[src/rtl/assert_macros.svh]
// Assertion macros used by the RTL file that carries checks.
`ifndef ASSERT_MACROS_SVH
`define ASSERT_MACROS_SVH
`ifndef SYNTH
// Same-cycle implication, disabled while reset is held.
`define ASSERT_IMPLIES(lbl, clk, rst_n, ante, cons) \
    lbl: assert property (@(posedge clk) disable iff (!rst_n) (ante) |-> (cons)) \
        else $error("same-cycle implication check failed");
// Next-cycle implication, disabled while reset is held.
`define ASSERT_NEXT(lbl, clk, rst_n, ante, cons) \
    lbl: assert property (@(posedge clk) disable iff (!rst_n) (ante) |=> (cons)) \
        else $error("next-cycle implication check failed");
`else
`define ASSERT_IMPLIES(lbl, clk, rst_n, ante, cons)
`define ASSERT_NEXT(lbl, clk, rst_n, ante, cons)
`endif
`endif

[src/rtl/fwws_pkg.sv]
// Shared types and constants of the weighted window filter.
`default_nettype none
package fwws_pkg;

    localparam int PIX_W = 24;
    localparam int WGT_W = 16;
    localparam int ACC_W = 48;
    localparam int PROD_W = PIX_W + WGT_W;

    // Request kinds on the input stream; the last code is unused and ignored.
    localparam logic [1:0] OP_PIXEL    = 2'd0;
    localparam logic [1:0] OP_DRAIN    = 2'd1;
    localparam logic [1:0] OP_WEIGHT   = 2'd2;
    localparam logic [1:0] OP_RESERVED = 2'd3;

    // Configuration register indexes.
    localparam logic [2:0] CFG_WIDTH     = 3'd0;
    localparam logic [2:0] CFG_HEIGHT    = 3'd1;
    localparam logic [2:0] CFG_HALF_ROWS = 3'd2;
    localparam logic [2:0] CFG_HALF_COLS = 3'd3;
    localparam logic [2:0] CFG_REMOVE_NA = 3'd4;
    localparam logic [2:0] CFG_NA_FILL   = 3'd5;
    localparam logic [2:0] CFG_MEAN      = 3'd6;

    // One stored pixel with its missing flag.
    typedef struct packed {
        logic                    na;
        logic signed [PIX_W-1:0] value;
    } t_cell;

    typedef enum logic [2:0] {
        ST_IDLE,
        ST_CTR_RD,
        ST_CTR_CHK,
        ST_MAC,
        ST_MAC_END,
        ST_DIV,
        ST_OUT
    } t_state;

endpackage
`default_nettype wire

[src/rtl/fwws_div.sv]
// Signed by unsigned divider, one quotient bit per cycle, truncating toward zero.
`default_nettype none
module fwws_div
    import fwws_pkg::*;
#(
    parameter int DW = 5
) (
    input  wire                     i_clk,
    input  wire                     i_rst_n,
    input  wire                     i_start,
    input  wire signed [ACC_W-1:0]  i_dividend,
    input  wire        [DW-1:0]     i_divisor,
    output logic                    o_done,
    output logic signed [ACC_W-1:0] o_quotient
);

    localparam int CNT_W = $clog2(ACC_W);

    logic [ACC_W-1:0] r_mag;
    logic [DW-1:0]    r_rem;
    logic [DW-1:0]    r_dvs;
    logic             r_neg;
    logic [CNT_W-1:0] r_cnt;
    logic             r_busy;
    logic             r_done;
    logic [DW:0]      rem_sh;
    logic [DW:0]      rem_sub;
    logic             ge;

    // Shift in the next dividend bit and try the subtraction.
    always_comb begin
        rem_sh  = {r_rem, r_mag[ACC_W-1]};
        ge      = rem_sh >= {1'b0, r_dvs};
        rem_sub = rem_sh - {1'b0, r_dvs};
    end

    // Control.
    always_ff @(posedge i_clk) begin
        if (!i_rst_n) begin
            r_busy <= 1'b0;
            r_done <= 1'b0;
            r_cnt  <= '0;
        end else begin
            r_done <= 1'b0;
            if (i_start) begin
                r_busy <= 1'b1;
                r_cnt  <= '0;
            end else if (r_busy) begin
                r_cnt <= r_cnt + 1'b1;
                if (r_cnt == CNT_W'(ACC_W - 1)) begin
                    r_busy <= 1'b0;
                    r_done <= 1'b1;
                end
            end
        end
    end

    // Datapath; the quotient builds up in the magnitude register.
    always_ff @(posedge i_clk) begin
        if (i_start) begin
            r_neg <= i_dividend[ACC_W-1];
            r_mag <= i_dividend[ACC_W-1] ? ACC_W'(-i_dividend) : ACC_W'(i_dividend);
            r_rem <= '0;
            r_dvs <= i_divisor;
        end else if (r_busy) begin
            r_rem <= ge ? rem_sub[DW-1:0] : rem_sh[DW-1:0];
            r_mag <= {r_mag[ACC_W-2:0], ge};
        end
    end

    assign o_done     = r_done;
    assign o_quotient = r_neg ? -$signed(r_mag) : $signed(r_mag);

endmodule
`default_nettype wire

[config.mk]
export PLATFORM = sky130hd
export DESIGN_NAME = fwws_div
export DESIGN_NICKNAME = d
export VERILOG_FILES = /design/src/rtl/assert_macros.svh /design/src/rtl/fwws_pkg.sv /design/src/rtl/fwws_div.sv
export SDC_FILE = /design/constraint.sdc
export NUM_CORES = 1
export LEC_CHECK = 0
export ABC_AREA = 1
export BUFFER_PORTS_ARGS = -buffer_cell sky130_fd_sc_hd__buf_2
export CORE_UTILIZATION = 35
export CTS_CLUSTER_DIAMETER = 150
export CTS_CLUSTER_SIZE = 20
export DETAILED_ROUTE_END_ITERATION = 12
export PLACE_DENSITY = 0.59
export SYNTH_ARGS = -nofsm -noshare
export SYNTH_HDL_FRONTEND = slang
export SYNTH_SLANG_ARGS = --single-unit
[constraint.sdc]
create_clock -name i_clk -period 3.89 [get_ports i_clk]
set_input_delay 0.1945 -clock i_clk [delete_from_list [all_inputs] [get_ports i_clk]]
set_output_delay 0.1945 -clock i_clk [all_outputs]
set_load 0.02 [all_outputs]
; ---- After elaboration in Yosys (flattened, before gate mapping)
; Cells that the tools add are included.
[totals]
register_bits = 67
in_bits = 56
wordCells = 27
[op_classes]
n_addsub = 4
magnitude_cmp = 1
eq_ne = 1
muxes = 9
bitwise = 2
n_reduce_logical = 3
[ops]
columns = op, n
row1 = 2-to-1 mux 48 bit, 4
row2 = negator 48 bit, 2
row3 = adder 6 x 1 -> 6 bit (second input constant), 1
row4 = equality test 6 bit (second input constant), 1
row5 = greater-or-equal comparator 6 x 5 -> 1 bit, 1
row6 = 2-to-1 mux 5 bit, 1
row7 = subtractor 5 bit, 1
row8 = 2-to-1 mux 1 bit, 4
row9 = OR reduction 3 bit, 1
row10 = inverter 1 bit, 2
row11 = nonzero test 2 bit, 1
row12 = OR reduction 2 bit, 1

; ---- Longest topological paths before layout
[logic_depth]
depth_word = 4
ltp_mapped = 11
depth_no_buf = 11

; ---- Worst setup path before layout
; OpenSTA, ideal clock, no wires.
[synth_timing]
kind = register to register
from = register r_busy
to = register r_mag[0], enable pin
setup_ns = 0.403
arrival_time_ns = 1.473
t_required_ns = 3.487
setup_slack_ns = 2.014
stages_incl_launch_ff = 3
n_path_buf = 0
cell_sequence = dfxtp_1 -> nor2_1 -> inv_1
[synth_between]
elab_chain_len = 1
[synth_rtl]
columns = element, line
row1 = start: declaration, fwws_div.sv:24  ; logic r_busy;
row2 = start signal: assignment, fwws_div.sv:40  ; r_busy <= 1'b0;
row3 = start signal: assignment, fwws_div.sv:46  ; r_busy <= 1'b1;
row4 = start signal: assignment, fwws_div.sv:51  ; r_busy <= 1'b0;
row5 = nonzero test 2 bit (no source line), --
row6 = end signal: assignment, fwws_div.sv:62  ; r_mag <= i_dividend[ACC_W-1] ? ACC_W'(-i_dividend) : ACC_W'(i_dividend);
row7 = end signal: assignment, fwws_div.sv:67  ; r_mag <= {r_mag[ACC_W-2:0], ge};
row8 = end: declaration, fwws_div.sv:19  ; logic [ACC_W-1:0] r_mag;
; Every way passes these cells.
; A chain may end at the register's enable or synchronous reset.

; ---- Final worst setup path
[layout_timing]
from = register r_mag[0]
to = output port o_quotient[24]
[layout_between]
elab_chain_len = 2
[layout_rtl]
columns = element, line
row1 = negator 48 bit, fwws_div.sv:72  ; assign o_quotient = r_neg ? -$signed(r_mag) : $signed(r_mag);
row2 = 2-to-1 mux 48 bit, fwws_div.sv:72
row3 = end: declaration, fwws_div.sv:14  ; output logic signed [ACC_W-1:0] o_quotient
; Every way passes these cells.

==> results by group <==
Status
  – Status: complete, no violations

Timing
  – Slew HR: 0.4681
  – Post-Route Skew: 0.004484 ns
  – Final min period: 2.611 ns
  – Final period util: 0.6712
  – Final Max Tran Viols: 0
  – Final setup viols: 0
  – Slew @ Worst Pin: 0.7970 ns
  – Fmax: 0.3830 GHz
  – Hold Fails Final Rpt: 0
  – Final worst hold slack: 0.04037 ns
  – RSZ-0062 raised after global routing: no
  – Setup TNS: 0 ns

Setup path
  – Worst Setup End Kind: output port
  – Crit Path Category: flip-flop to output port
  – Worst Path Buf+Inv: 2
  – Largest delay share family, worst path: simple AND/OR/NAND/NOR gates
  – Most used cell, CP: nand3_1
  – Crit path launch type: flip-flop
  – WP depth: 9
  – Max incr delay on CP: 0.38 ns
  – Critical Path RT: 3.70 ns
  – Slowest-stage cell, CP: edfxtp_1
  – FF-to-FF path depth: 10
  – Crit Path Max Fanout: 5
  – Worst path cell trace: inv_1 -> ha_1 -> nand3_1 -> nor2_1 -> nand3_1 -> xor2_1 -> nand2_1 -> o21ai_0 -> buf_2
  – Critical path arrival: 2.42 ns

Global route
  – GR Layer Usage met1: 0.3231
  – Met2 usage: 0.2922
  – GR Util met3: 0.02702
  – Largest net degree at the start of global routing: 51
  – Number of global-route vias before repair: 5565
  – Grt total ovfl: 0
  – Total GRT Usage: 0.2081
  – First-pass GRT wire length: 28.94 mm
  – Top Usage Layer GRT: met1
  – Antenna violations before repair: 0

Final layout
  – Fin nets: 1088
  – Non-Filler Instances: 1248
  – Layout cells sized above 1: 0.1566
  – Final core occ: 0.4211
  – N_diodes: 0
  – P&R area growth vs syn: 16.35%

Synth
  – Seq/Total Area, Yosys: 0.3113
  – Syn Inst Count: 927
  – Area leader, netlist: edfxtp_1
  – Top FF cell, synth: edfxtp_1
  – Syn. warnings: 0
  – Number of synthesized flops with an enable pin: 54
  – Mapped Nets: 992
  – Synth unique cells: 44
  – Cell Area, Synth: 0.006045 mm2
  – Fraction of registers with async set/reset: 0
  – Top cells by area, synth: edfxtp_1 27%, nand2_1 18%, nand3_1 8.2%
  – Top-area cell type share of the netlist area: 0.2683
  – Synth Register Bits: 67
  – Synth Area per Inst: 6.521 um2

Clock tree
  – Post_cts resized: 0
  – Clock-pin slew on the worst setup and hold paths: 0.05 ns
  – TritonCTS clock tree: done
  – # hold bufs at CTS: 0
  – H-tree levels: 3
  – Root Driver: clkbuf_16
  – Worst skew pair latency: 0.32 ns
  – Postcts setup bufs: 0
  – Max clock buf depth: 2
  – Clock buffers created by TritonCTS: 9
  – Clock sink count: 67

Placement
  – HPWL after detailed placement: 14.97 mm
  – Placed insts: 1232
  – GPL Wtd Cong: 0.9198
  – # port buffers: 104

Power
  – NetSw: 883.9 uW
  – Pwr dens: 350.2 mW/mm2
  – Clock share of power: 0.297
  – Power Internal: 1.579 mW
  – Max IR drop VDD: 221.2 uV
  – Comb power frac: 0.317
  – Sw frac: 0.3589
  – Leak Pwr: 3.158 nW
  – Sequential power share: 0.386

Floorplan
  – Initial core utilization: 0.3619
  – Die ar.: 0.01780 mm2
  – Standard-cell rows: 47
  – Die Height: 133.4 um
  – IO Count: 105
  – Core area: 0.01670 mm2
  – Die X: 133.4 um

Routing
  – Routed via count: 6217
  – Router iterations before antenna repair: 5
  – Routed WL: 18.23 mm
  – Iteration-0 DRC Markers: 477
  – DR vias/cell: 4.982
  – Antenna viol nets, final: 0
  – # DRC: 0
  – Average wire per standard cell: 14.60 um

Min path
  – HP Class: input pin to flip-flop
  – Hold path depth: 1

Run
  – Max_cap viols: 0
==> placed cells by master (no fill, tap or decap), types with 2 or more instances in the layout <==
cell type | Yosys | final
buf_4 | 2 | 4
xor2_1 | 43 | 43
clkinv_2 | 0 | 2
o22ai_1 | 3 | 3
nand2_2 | 5 | 5
clkbuf_1 | 11 | 3
a21oi_1 | 10 | 10
nand3_1 | 99 | 99
dfxtp_1 | 13 | 13
a31oi_1 | 3 | 3
xnor2_1 | 11 | 11
nor4_1 | 2 | 2
o21ai_1 | 14 | 14
clkbuf_8 | 0 | 2
nor2_4 | 6 | 6
nor3_1 | 9 | 9
o211ai_1 | 5 | 5
nand4_1 | 30 | 30
ha_1 | 8 | 8
edfxtp_1 | 54 | 54
inv_1 | 98 | 97
nand3_2 | 3 | 3
clkinv_1 | 1 | 2
nand3b_1 | 6 | 6
buf_2 | 8 | 104
nor2_2 | 10 | 10
o21ai_0 | 46 | 46
nor3_2 | 2 | 2
clkbuf_16 | 0 | 9
inv_2 | 5 | 5
nor2_1 | 121 | 121
nand2_1 | 282 | 282
o21ai_2 | 3 | 3
==> layer usage <==
metal  share of wire  wire length (um)  vias up
li1                -                 -     3224
met4           0.018               319        0
met2            0.40              7275      223
met3           0.069              1259       21
met1            0.51              9373     2749
met5               0                 0        -
==> cell usage after synthesis, types with 9 or more instances <==
cell      count
xor2_1       43
nor2_1      121
nand3_1      99
a21oi_1      10
nand2_1     282
o21ai_0      46
o21ai_1      14
nand4_1      30
xnor2_1      11
inv_1        98
nor2_2       10
dfxtp_1      13
edfxtp_1     54
clkbuf_1     11
nor3_1        9
==> path summary, 6_finish.rpt <==
check | start | to | slack [ns]
hold reg to reg | r_rem[4] | r_rem[4] | 0.47
setup / recovery | r_mag[0] | o_quotient[24] | 1.28
setup reg to reg | r_mag[47] | r_mag[0] | 1.76
hold / removal | i_divisor[2] | r_dvs[2] | 0.04
==> final cells by class <==
| cell class | instances | area [um2] |
|---|---|---|
| clock buffers | 14 | 264.0 |
| clock inverters | 2 | 10.01 |
| fillers | 1811 | 9668 |
| inverters | 104 | 390.4 |
| multi-input cells | 733 | 3661 |
| flip-flops and latches | 67 | 1882 |
| well taps | 220 | 275.3 |
| repair buffers | 108 | 550.5 |
==> stage by stage <==
stage / worst slack (ns) / total power, mW / area [um2]
2_1_floorplan: 2.014 / 1.466 / 6045
3_3_place_gp: 1.631 / 1.739 / 6759
3_5_place_dp: 1.660 / 1.741 / 6759
4_1_cts: 1.309 / 2.477 / 7033
5_1_grt: 1.153 / 2.598 / 7033
6_report: 1.279 / 2.463 / 7033
==> kinds of logic after synthesis <==
| group | synth area share |
|---|---|
| adders and majority gates | 0.01987 |
| and+or+nand+nor | 0.4283 |
| xor gates and xnor gates | 0.07824 |
| AOI/OAI and AO/OA | 0.07928 |
| buffers and inverters | 0.08300 |
| DFF | 0.3113 |
==> power by group through the flow <==
stage	combinational, mW	sequential (mW)	clock, mW
after floorplan	0.537	0.929	0
after global placement	0.778	0.961	0
after detailed placement	0.780	0.962	0
after CTS	0.782	0.948	0.747
after global routing	0.868	0.958	0.772
final	0.780	0.950	0.732
==> registers in the layout, indices dropped and copies added (netlist names) <==
signal / count
r_mag: 48
r_cnt: 6
r_dvs: 5
r_rem: 5
o_done: 1
r_busy: 1
r_neg: 1
Power figures use the tool's default switching activity.
